File: src/sv/gbrw_pkg.sv
// gbrw_pkg: shared types and constants for the grid cell walker
// no dependencies
`default_nettype none
package gbrw_pkg;
  localparam int MAX_STEPS_DEF  = 64;
  localparam int CELL_SHIFT_DEF = 23;
  localparam int FRAC_WIDTH_DEF = 16;

  // configuration register indexes
  localparam logic [1:0] REG_ORIGIN_X = 2'd0;
  localparam logic [1:0] REG_ORIGIN_Y = 2'd1;
  localparam logic [1:0] REG_WIDTH    = 2'd2;
  localparam logic [1:0] REG_HEIGHT   = 2'd3;

  typedef enum logic [3:0] {
    ST_IDLE, ST_PREP, ST_DIVX, ST_MULX, ST_DIVY, ST_MULY, ST_WALK
  } state_t;

  // request to the shared divider
  typedef struct packed {
    logic        start;
    logic [31:0] num;
    logic [31:0] den;
  } div_req_t;

  typedef struct packed {
    logic        done;
    logic [31:0] quo;
  } div_rsp_t;
endpackage
`default_nettype wire

File: src/sv/gbrw_div.sv
// gbrw_div: saturating signed fixed-point divider, one quotient bit per cycle
// depends on gbrw_pkg
`default_nettype none
module gbrw_div #(
  parameter int FRAC_WIDTH = gbrw_pkg::FRAC_WIDTH_DEF
) (
  input  wire logic               clk,
  input  wire logic               rst_n,
  input  wire gbrw_pkg::div_req_t req,
  output gbrw_pkg::div_rsp_t      rsp
);
  localparam int NW = 32 + FRAC_WIDTH;
  localparam int CW = $clog2(NW + 1);

  logic          busy_r, busy_nxt;
  logic [CW-1:0] cnt_r, cnt_nxt;
  logic [NW-1:0] num_r, num_nxt;
  logic [NW:0]   rem_r, rem_nxt;
  logic [NW-1:0] quo_r, quo_nxt;
  logic [32:0]   den_r, den_nxt;
  logic          neg_r, neg_nxt;
  logic          done_r, done_nxt;
  logic [31:0]   res_r, res_nxt;

  logic [NW:0]   trial;
  logic [32:0]   mn;
  logic [32:0]   dmag;

  always_comb begin
    mn   = req.num[31] ? (33'd0 - {1'b1, req.num}) : {1'b0, req.num};
    dmag = req.den[31] ? (33'd0 - {1'b1, req.den}) : {1'b0, req.den};
    trial = {rem_r[NW-1:0], num_r[NW-1]};
    busy_nxt = busy_r;
    cnt_nxt  = cnt_r;
    num_nxt  = num_r;
    rem_nxt  = rem_r;
    quo_nxt  = quo_r;
    den_nxt  = den_r;
    neg_nxt  = neg_r;
    done_nxt = 1'b0;
    res_nxt  = res_r;
    if (req.start) begin
      busy_nxt = 1'b1;
      cnt_nxt  = CW'(NW);
      num_nxt  = NW'({mn, {FRAC_WIDTH{1'b0}}});
      rem_nxt  = '0;
      quo_nxt  = '0;
      den_nxt  = dmag;
      neg_nxt  = req.num[31];
    end else if (busy_r) begin
      if (den_r == '0) begin
        busy_nxt = 1'b0;
        done_nxt = 1'b1;
        res_nxt  = neg_r ? 32'h8000_0000 : 32'h7fff_ffff;
      end else begin
        num_nxt = num_r << 1;
        if (trial >= (NW+1)'(den_r)) begin
          rem_nxt = trial - (NW+1)'(den_r);
          quo_nxt = {quo_r[NW-2:0], 1'b1};
        end else begin
          rem_nxt = trial;
          quo_nxt = {quo_r[NW-2:0], 1'b0};
        end
        cnt_nxt = cnt_r - CW'(1);
        if (cnt_r == CW'(1)) begin
          busy_nxt = 1'b0;
          done_nxt = 1'b1;
          if (neg_r) begin
            if (quo_nxt >= NW'(33'h0_8000_0000)) res_nxt = 32'h8000_0000;
            else res_nxt = 32'd0 - quo_nxt[31:0];
          end else begin
            if (quo_nxt > NW'(33'h0_7fff_ffff)) res_nxt = 32'h7fff_ffff;
            else res_nxt = quo_nxt[31:0];
          end
        end
      end
    end
  end

  always_ff @(posedge clk) begin
    if (!rst_n) begin
      busy_r <= 1'b0;
      done_r <= 1'b0;
      cnt_r  <= '0;
    end else begin
      busy_r <= busy_nxt;
      done_r <= done_nxt;
      cnt_r  <= cnt_nxt;
    end
    num_r <= num_nxt;
    rem_r <= rem_nxt;
    quo_r <= quo_nxt;
    den_r <= den_nxt;
    neg_r <= neg_nxt;
    res_r <= res_nxt;
  end

  assign rsp = {done_r, res_r};

  a_done_pulse: assert property (@(posedge clk) disable iff (!rst_n)
    done_r |=> !done_r) else $error("divider done held");
  a_busy_done: assert property (@(posedge clk) disable iff (!rst_n)
    (busy_r && !busy_nxt && !req.start) |=> done_r) else $error("divider lost result");
  a_done_idle: assert property (@(posedge clk) disable iff (!rst_n)
    done_r |-> !busy_r) else $error("divider busy at done");
endmodule
`default_nettype wire

File: src/sv/grid_block_ray_walker.sv
// grid_block_ray_walker: top level of the 2d grid cell walker
// depends on gbrw_pkg and gbrw_div
//
// usage:
//   in_ channel: one beat carries a segment's two 16.16 endpoints
//   out_ channel: one beat per visited cell, in walk order, last flags the
//     final cell of the segment; at most MAX_STEPS beats per segment
//   cfg_ port: write-only grid origin and size, written while idle
// timing:
//   one segment occupies the block from accept to its last out beat
//   setup is a prep state, two serial divides and two multiply states (a
//   divide is skipped when its axis stays in one cell), then per cell a
//   load step and an out beat that holds while the receiver stalls
//   the bit-serial divider sets the setup length
// reset: synchronous active low, clears control and configuration to zero
// stall: the walk holds its current cell in the output register until the
//   receiver takes it; in_stall stays high for the whole segment
`default_nettype none
module grid_block_ray_walker #(
  parameter int MAX_STEPS  = gbrw_pkg::MAX_STEPS_DEF,
  parameter int CELL_SHIFT = gbrw_pkg::CELL_SHIFT_DEF,
  parameter int FRAC_WIDTH = gbrw_pkg::FRAC_WIDTH_DEF
) (
  input  wire logic        clk,
  input  wire logic        rst_n,
  input  wire logic        cfg_we,
  input  wire logic [1:0]  cfg_index,
  input  wire logic [31:0] cfg_data,
  input  wire logic        in_valid,
  output logic             in_stall,
  input  wire logic [31:0] in_start_x,
  input  wire logic [31:0] in_start_y,
  input  wire logic [31:0] in_end_x,
  input  wire logic [31:0] in_end_y,
  output logic             out_valid,
  input  wire logic        out_stall,
  output logic [9:0]       out_cell_x,
  output logic [9:0]       out_cell_y,
  output logic             out_inside_map,
  output logic             out_last
);
  localparam int BTOFRAC = CELL_SHIFT - FRAC_WIDTH;
  localparam int SCW     = $clog2(MAX_STEPS + 1);
  // signed cell coordinate width: start cell range plus room for the walk
  localparam int TW      = 34 - CELL_SHIFT + SCW;
  localparam logic [31:0] UNIT     = 32'(64'd1 << FRAC_WIDTH);
  localparam logic [31:0] CMASK    = 32'((64'd1 << CELL_SHIFT) - 1);
  localparam logic [31:0] BIG_STEP = 32'(64'd256 << FRAC_WIDTH);

  // configuration
  logic [31:0] org_x_r, org_y_r;
  logic [8:0]  width_r, height_r;

  always_ff @(posedge clk) begin
    if (!rst_n) begin
      org_x_r <= '0; org_y_r <= '0; width_r <= '0; height_r <= '0;
    end else if (cfg_we) begin
      case (cfg_index)
        gbrw_pkg::REG_ORIGIN_X: org_x_r  <= cfg_data;
        gbrw_pkg::REG_ORIGIN_Y: org_y_r  <= cfg_data;
        gbrw_pkg::REG_WIDTH:    width_r  <= cfg_data[8:0];
        gbrw_pkg::REG_HEIGHT:   height_r <= cfg_data[8:0];
        default: ;
      endcase
    end
  end

  gbrw_pkg::state_t state_r, state_nxt;

  // working registers
  logic [31:0] x1_r, y1_r, x2_r, y2_r;
  logic [31:0] px_r, py_r, xs_r, ys_r, xint_r, yint_r;
  logic signed [TW-1:0] mx_r, my_r, gx_r, gy_r;
  logic [1:0]  dx_r, dy_r;
  logic [SCW-1:0] k_r;
  logic signed [63:0] prod_r;
  logic        ov_r;
  logic [9:0]  ocx_r, ocy_r;
  logic        oin_r, olast_r;

  gbrw_pkg::div_req_t dreq;
  gbrw_pkg::div_rsp_t drsp;

  gbrw_div #(.FRAC_WIDTH(FRAC_WIDTH)) u_div (
    .clk(clk), .rst_n(rst_n), .req(dreq), .rsp(drsp)
  );

  wire in_acc  = in_valid && !in_stall;
  wire out_acc = out_valid && !out_stall;

  // start nudge and origin shift, done on the accepted beat
  logic [31:0] sx_n, sy_n;
  always_comb begin
    sx_n = in_start_x;
    sy_n = in_start_y;
    if (((in_start_x - org_x_r) & CMASK) == '0) sx_n = in_start_x + UNIT;
    if (((in_start_y - org_y_r) & CMASK) == '0) sy_n = in_start_y + UNIT;
  end

  // cell coordinates (arithmetic shift of wrapped differences)
  wire signed [TW-1:0] xt1 = TW'($signed(x1_r) >>> CELL_SHIFT);
  wire signed [TW-1:0] yt1 = TW'($signed(y1_r) >>> CELL_SHIFT);
  wire signed [TW-1:0] xt2 = TW'($signed(x2_r) >>> CELL_SHIFT);
  wire signed [TW-1:0] yt2 = TW'($signed(y2_r) >>> CELL_SHIFT);
  wire [31:0] frx = 32'($signed(x1_r) >>> BTOFRAC) & (UNIT - 32'd1);
  wire [31:0] fry = 32'($signed(y1_r) >>> BTOFRAC) & (UNIT - 32'd1);
  wire [31:0] bx  = 32'($signed(x1_r) >>> BTOFRAC);
  wire [31:0] by  = 32'($signed(y1_r) >>> BTOFRAC);

  // walk step decision
  wire signed [31:0] mx_w = 32'(mx_r);
  wire signed [31:0] my_w = 32'(my_r);
  wire at_goal = (mx_r == gx_r) && (my_r == gy_r);
  wire fin     = at_goal || (k_r == SCW'(MAX_STEPS - 1));
  wire y_hit = (($signed(yint_r) >>> FRAC_WIDTH) == my_w);
  wire x_hit = (($signed(xint_r) >>> FRAC_WIDTH) == mx_w);
  wire [31:0] prod_sh = 32'(prod_r >>> FRAC_WIDTH);
  wire cell_in_map = (mx_w >= 0) && (my_w >= 0) &&
                     (mx_w < $signed({23'd0, width_r})) &&
                     (my_w < $signed({23'd0, height_r}));

  // next state
  always_comb begin
    state_nxt = state_r;
    case (state_r)
      gbrw_pkg::ST_IDLE: if (in_acc) state_nxt = gbrw_pkg::ST_PREP;
      gbrw_pkg::ST_PREP: state_nxt = gbrw_pkg::ST_DIVX;
      gbrw_pkg::ST_DIVX: if (drsp.done || xt2 == xt1) state_nxt = gbrw_pkg::ST_MULX;
      gbrw_pkg::ST_MULX: state_nxt = gbrw_pkg::ST_DIVY;
      gbrw_pkg::ST_DIVY: if ((drsp.done && !ov_r) || (yt2 == yt1 && !ov_r))
                           state_nxt = gbrw_pkg::ST_MULY;
      gbrw_pkg::ST_MULY: state_nxt = gbrw_pkg::ST_WALK;
      gbrw_pkg::ST_WALK: if (ov_r && olast_r && out_acc) state_nxt = gbrw_pkg::ST_IDLE;
      default: state_nxt = gbrw_pkg::ST_IDLE;
    endcase
  end

  // divider requests
  always_comb begin
    dreq.start = 1'b0;
    dreq.num   = y2_r - y1_r;
    dreq.den   = x2_r - x1_r;
    case (state_r)
      gbrw_pkg::ST_PREP: dreq.start = (xt2 != xt1);
      gbrw_pkg::ST_MULX: begin
        dreq.start = (yt2 != yt1);
        dreq.num   = x2_r - x1_r;
        dreq.den   = y2_r - y1_r;
      end
      default: ;
    endcase
  end

  // ov_r: in DIVY it marks the divide start cycle; in WALK, an out beat pending
  always_ff @(posedge clk) begin
    if (!rst_n) begin
      state_r <= gbrw_pkg::ST_IDLE;
      ov_r    <= 1'b0;
      k_r     <= '0;
    end else begin
      state_r <= state_nxt;
      case (state_r)
        gbrw_pkg::ST_MULX: ov_r <= 1'b1;
        gbrw_pkg::ST_DIVY: ov_r <= 1'b0;
        gbrw_pkg::ST_MULY: begin
          ov_r <= 1'b0;
          k_r  <= '0;
        end
        gbrw_pkg::ST_WALK: begin
          if (!ov_r) begin
            ov_r <= 1'b1;
          end else if (out_acc) begin
            ov_r <= 1'b0;
            k_r  <= k_r + SCW'(1);
          end
        end
        default: ov_r <= 1'b0;
      endcase
    end
  end

  // datapath
  always_ff @(posedge clk) begin
    case (state_r)
      gbrw_pkg::ST_IDLE: if (in_acc) begin
        x1_r <= sx_n - org_x_r;
        y1_r <= sy_n - org_y_r;
        x2_r <= in_end_x - org_x_r;
        y2_r <= in_end_y - org_y_r;
      end
      gbrw_pkg::ST_PREP: begin
        gx_r <= xt2; gy_r <= yt2; mx_r <= xt1; my_r <= yt1;
        if (xt2 > xt1)      begin dx_r <= 2'b01; px_r <= UNIT - frx; end
        else if (xt2 < xt1) begin dx_r <= 2'b11; px_r <= frx; end
        else                begin dx_r <= 2'b00; px_r <= UNIT; end
        if (yt2 > yt1)      begin dy_r <= 2'b01; py_r <= UNIT - fry; end
        else if (yt2 < yt1) begin dy_r <= 2'b11; py_r <= fry; end
        else                begin dy_r <= 2'b00; py_r <= UNIT; end
      end
      gbrw_pkg::ST_DIVX: begin
        if (dx_r == 2'b00) ys_r <= BIG_STEP;
        else if (drsp.done) ys_r <= drsp.quo;
        prod_r <= $signed(px_r) * $signed((dx_r == 2'b00) ? BIG_STEP : drsp.quo);
      end
      gbrw_pkg::ST_MULX: yint_r <= by + prod_sh;
      gbrw_pkg::ST_DIVY: if (!ov_r) begin
        if (dy_r == 2'b00) xs_r <= BIG_STEP;
        else if (drsp.done) xs_r <= drsp.quo;
        prod_r <= $signed(py_r) * $signed((dy_r == 2'b00) ? BIG_STEP : drsp.quo);
      end
      gbrw_pkg::ST_MULY: xint_r <= bx + prod_sh;
      gbrw_pkg::ST_WALK: begin
        if (!ov_r) begin
          // load the out register with the current cell, then advance
          ocx_r   <= 10'(mx_r);
          ocy_r   <= 10'(my_r);
          oin_r   <= cell_in_map;
          olast_r <= fin;
          if (!fin) begin
            if (y_hit) begin
              yint_r <= yint_r + ys_r;
              mx_r   <= mx_r + TW'($signed(dx_r));
            end else if (x_hit) begin
              xint_r <= xint_r + xs_r;
              my_r   <= my_r + TW'($signed(dy_r));
            end
          end
        end
      end
      default: ;
    endcase
  end

  assign in_stall       = (state_r != gbrw_pkg::ST_IDLE);
  assign out_valid      = (state_r == gbrw_pkg::ST_WALK) && ov_r;
  assign out_cell_x     = ocx_r;
  assign out_cell_y     = ocy_r;
  assign out_inside_map = oin_r;
  assign out_last       = olast_r;

  a_last_idle: assert property (@(posedge clk) disable iff (!rst_n)
    (out_acc && out_last) |=> (state_r == gbrw_pkg::ST_IDLE)) else $error("walk did not end");
  a_no_in_busy: assert property (@(posedge clk) disable iff (!rst_n)
    (state_r != gbrw_pkg::ST_IDLE) |-> in_stall) else $error("input open while busy");
  a_step_cap: assert property (@(posedge clk) disable iff (!rst_n)
    out_valid |-> (k_r < SCW'(MAX_STEPS))) else $error("step limit passed");
  a_cap_last: assert property (@(posedge clk) disable iff (!rst_n)
    (out_valid && k_r == SCW'(MAX_STEPS - 1)) |-> out_last) else $error("missing last");
endmodule
`default_nettype wire

File: config.mk
export PLATFORM = sky130hd
export DESIGN_NAME = grid_block_ray_walker
export DESIGN_NICKNAME = d
export VERILOG_FILES = /design/src/sv/gbrw_pkg.sv /design/src/sv/gbrw_div.sv /design/src/sv/grid_block_ray_walker.sv
export SDC_FILE = /design/constraint.sdc
export NUM_CORES = 2
export LEC_CHECK = 0
export BUFFER_PORTS_ARGS = -buffer_cell sky130_fd_sc_hd__buf_2
export CAP_MARGIN = 30
export CELL_PAD_IN_SITES_DETAIL_PLACEMENT = 1
export CELL_PAD_IN_SITES_GLOBAL_PLACEMENT = 2
export CORE_MARGIN = 4
export CORE_UTILIZATION = 38
export CTS_CLUSTER_DIAMETER = 80
export DETAILED_ROUTE_END_ITERATION = 12
export PLACE_DENSITY = 0.78
export SLEW_MARGIN = 20
export SYNTH_ARGS = -nofsm -noshare
export SYNTH_HDL_FRONTEND = slang
export SYNTH_SLANG_ARGS = --single-unit
File: constraint.sdc
create_clock -name clk -period 8.5 [get_ports clk]
set_input_delay 0.85 -clock clk [delete_from_list [all_inputs] [get_ports clk]]
set_output_delay 0.85 -clock clk [all_outputs]
set_load 0.01 [all_outputs]
==> flow_metrics.py <==
metrics = {
    "yosys": {
        "synth-xor-area-share": 0.0564,
        "ys_warn_count": 0,
        "syn_avg_cell_area_um2": 8.94,
        "synthMuxAreaShare": 0.00597,
        "synth-seq-area-share": 0.217,
        "synth_top_family_by_area": "adder cells",
        "synth_compound_area_frac": 0.128,
        "synth_cell_types": 96,
        "ys_async_sr_fraction": 0,
        "yosys.area_share.simple": 0.174,
        "synth_enable_flop_cells": 500,
        "synthCells": 9752,
        "ys_ff_latch": 696,
        "syn_nets": 11743,
        "synth_ff_type": "edfxtp_1",
        "synth_area_um2": 87200,
        "synth_fa_ha_area_frac": 0.340,
    },
    "setup_path": {
        "slowest_stage": "fa_1",
        "critPathCaptureType": "register",
        "worstPathArrival_ns": 8.76,
        "crit_fanout": 8,
        "r2r_slack_ns": 0.17,
        "critPathRequiredTime_ns": 8.93,
        "cp_common_cell": "fa_1",
        "crit_type": "register to register",
        "startpoint_type": "register",
        "cpPeakStageDelay_ns": 0.53,
    },
    "routing": {
        "dr.first_iter.drc_count": 5001,
        "num_vias": 72700,
        "wl_um": 320000,
        "ant_nets": 0,
        "wl_per_cell_um": 24.6,
        "dr.pass1.iters": 5,
        "viasPerCell": 5.59,
        "drc": 0,
    },
    "die": {
        "die_w_um": 487,
        "rows": 175,
        "start_util": 0.383,
        "die_h_um": 487,
        "dieArea_um2": 237000,
        "core-area_um2": 228000,
        "io_pins": 191,
    },
    "sta": {
        "relSlewSlack": 0.311,
        "setup_tns_ns": 0,
        "maxSlewViolCount": 0,
        "hold_violations": 0,
        "finalSetupViolCount": 0,
        "post-route-min-period_ns": 8.33,
        "skew_ns": 0.0448,
        "finalCritPeriodShare": 0.980,
        "fmax_ghz": 0.120,
        "worstMarginPinSlew_ns": 1.03,
    },
    "placement": {
        "place_inst": 12797,
        "post-dp-hpwl_um": 258000,
        "gp_congestion": 0.945,
        "dpl_cell_area_um2": 93000,
        "io_buffers": 190,
    },
    "clock_tree": {
        "cts-buffers-inserted": 88,
        "clk_transition_reported_paths_ns": 0.06,
        "cts_tree": "yes",
        "max-clock-path-buffers": 3,
        "clock_sinks": 696,
        "insertion_delay_ns": 0.74,
        "root_buffer": "clkbuf_16",
        "htreeDepth": 3,
    },
    "final_layout": {
        "final_area_um2": 97200,
        "syn2layout_area_growth_pct": 11.5,
        "multiInputGateArea_um2": 62100,
        "utilization": 0.427,
        "fill_cells": 26365,
        "largest_reg_flops": 48,
        "fin_cells": 13008,
        "drive_gt1_frac": 0.0880,
        "regMostFlops": "u_div.rem_r",
        "top_regs": "u_div.rem_r (48), u_div.quo_r (47), u_div.den_r (33)",
        "fin_nets": 11904,
        "register_area_um2": 18900,
    },
    "outcome": {
        "outcome": "complete, no violations",
    },
    "global_routing": {
        "grt_pass1_wl_um": 482000,
        "grt_usage": 0.265,
        "grt_antenna_before_repair": 28,
        "grt_pass1_vias": 77479,
        "overflow": 0,
        "grt_max_degree": 89,
    },
    "flow_run": {
        "cap_viol_max_count": 0,
    },
    "worst_hold_path": {
        "hold_path.class": "input pin to register",
    },
}
-- synthesized netlist by cell type, types with 31 or more instances --
cell | instances | area (µm²)
nand2_1 | 1038 | 3900
a211oi_1 | 95 | 713
o21bai_1 | 37 | 278
or2_2 | 31 | 194
a31oi_1 | 58 | 363
nand2b_1 | 111 | 694
clkbuf_1 | 461 | 1730
fa_1 | 905 | 18100
o21a_1 | 66 | 495
dfxtp_1 | 196 | 3920
nor3_1 | 132 | 661
nand4_1 | 70 | 438
edfxtp_1 | 500 | 15000
nand3_1 | 107 | 536
inv_1 | 1326 | 4980
a21o_1 | 193 | 1450
o21ai_0 | 382 | 1910
a21boi_0 | 95 | 713
nor4_1 | 42 | 263
nor2_1 | 492 | 1850
and2_1 | 100 | 626
mux2i_1 | 43 | 430
ha_1 | 919 | 11500
nor2b_1 | 66 | 413
and3_1 | 727 | 4550
xor2_1 | 215 | 1880
a21oi_1 | 516 | 2580
or3_1 | 39 | 244
xnor2_1 | 346 | 3030
o31ai_1 | 50 | 375
-- cell families after synthesis --
logic type,after synthesis
adders and majority gates,1824
muxes,51
and+or+nand+nor,3052
DFF,696
buffers and inverters,1811
AOI/OAI and AO/OA,1756
xor gates and xnor gates,561
other,1
-- final cells by class --
class,instances,share of cell area
Multi-Input combinational cell,7248,0.639
Sequential cell,696,0.195
Inverter,1327,0.0513
Timing Repair Buffer,552,0.0439
Tap cell,3009,0.0387
Clock buffer,119,0.0250
Clock inverter,45,0.00693
Antenna cell,12,0.000309
-- final timing paths --
path,to,cells past startpoint,startpoint
min,org_x_r[31]$_SDFFE_PN0P_,3,cfg_data[31]
min reg2reg,u_div.quo_r[46]$_SDFFE_PP0P_,2,u_div.quo_r[46]$_SDFFE_PP0P_
max,prod_r[40]$_DFFE_PP_,30,dx_r[0]$_SDFFCE_PP1P_
max reg2reg,prod_r[40]$_DFFE_PP_,30,dx_r[0]$_SDFFCE_PP1P_
-- metrics by stage --
step                      hold WS (ns)  setup WS [ns]
after global routing             0.375        -0.0554
after global placement           0.450         -0.192
after detailed placement         0.460         -0.304
final                            0.375          0.172
after CTS                        0.309        0.00796
after floorplan                  0.431      -0.000899
-- worst max-delay path, delay by kind of cell (launching register included) --
| kind | cells | cell delay [ns] |
|---|---|---|
| adder cells (fa/ha/maj) | 9 | 4.20 |
| AO/OA/AOI/OAI | 9 | 1.75 |
| AND/OR/NAND/NOR | 4 | 0.79 |
| buffers and inverters | 7 | 0.67 |
| flip-flops | 1 | 0.44 |
| XOR/XNOR | 1 | 0.16 |
-- layout by cell type, fill, tap and decap left out, types with 41 or more instances in the layout --
cell type,n
inv_1,1317
nand2_1,1036
ha_1,902
fa_1,896
and3_1,721
edfxtp_1,500
a21oi_1,499
nor2_1,486
o21ai_0,373
xnor2_1,346
buf_4,305
xor2_1,215
dfxtp_1,196
buf_2,193
a21o_1,192
nor3_1,131
nand2b_1,109
nand3_1,106
clkbuf_16,98
and2_1,96
a21boi_0,94
a211oi_1,90
nand4_1,70
o21a_1,66
nor2b_1,65
a31oi_1,58
o31ai_1,48
mux2i_1,43
nor4_1,41
-- per-layer routing --
layer,vias up,GRT usage,routed length [µm]
met5,-,0,13
met3,399,0.0296,16300
met4,2,0.0834,10900
met1,37266,0.356,141000
li1,33276,-,-
met2,1757,0.447,151000
-- what timing repair did --
action                                  CTS  global route
hold buffers                              0             0
buffers inserted                          4            16
pin swaps                                 3            73
resized for setup                        13           121
endpoints found under the setup margin    8            19
endpoints found under the hold margin     0             0
cloned                                    2            10
Power is left out: the tool's default activity adds up to more than one toggle a clock period on the data nets, which glitch-free logic cannot reach.
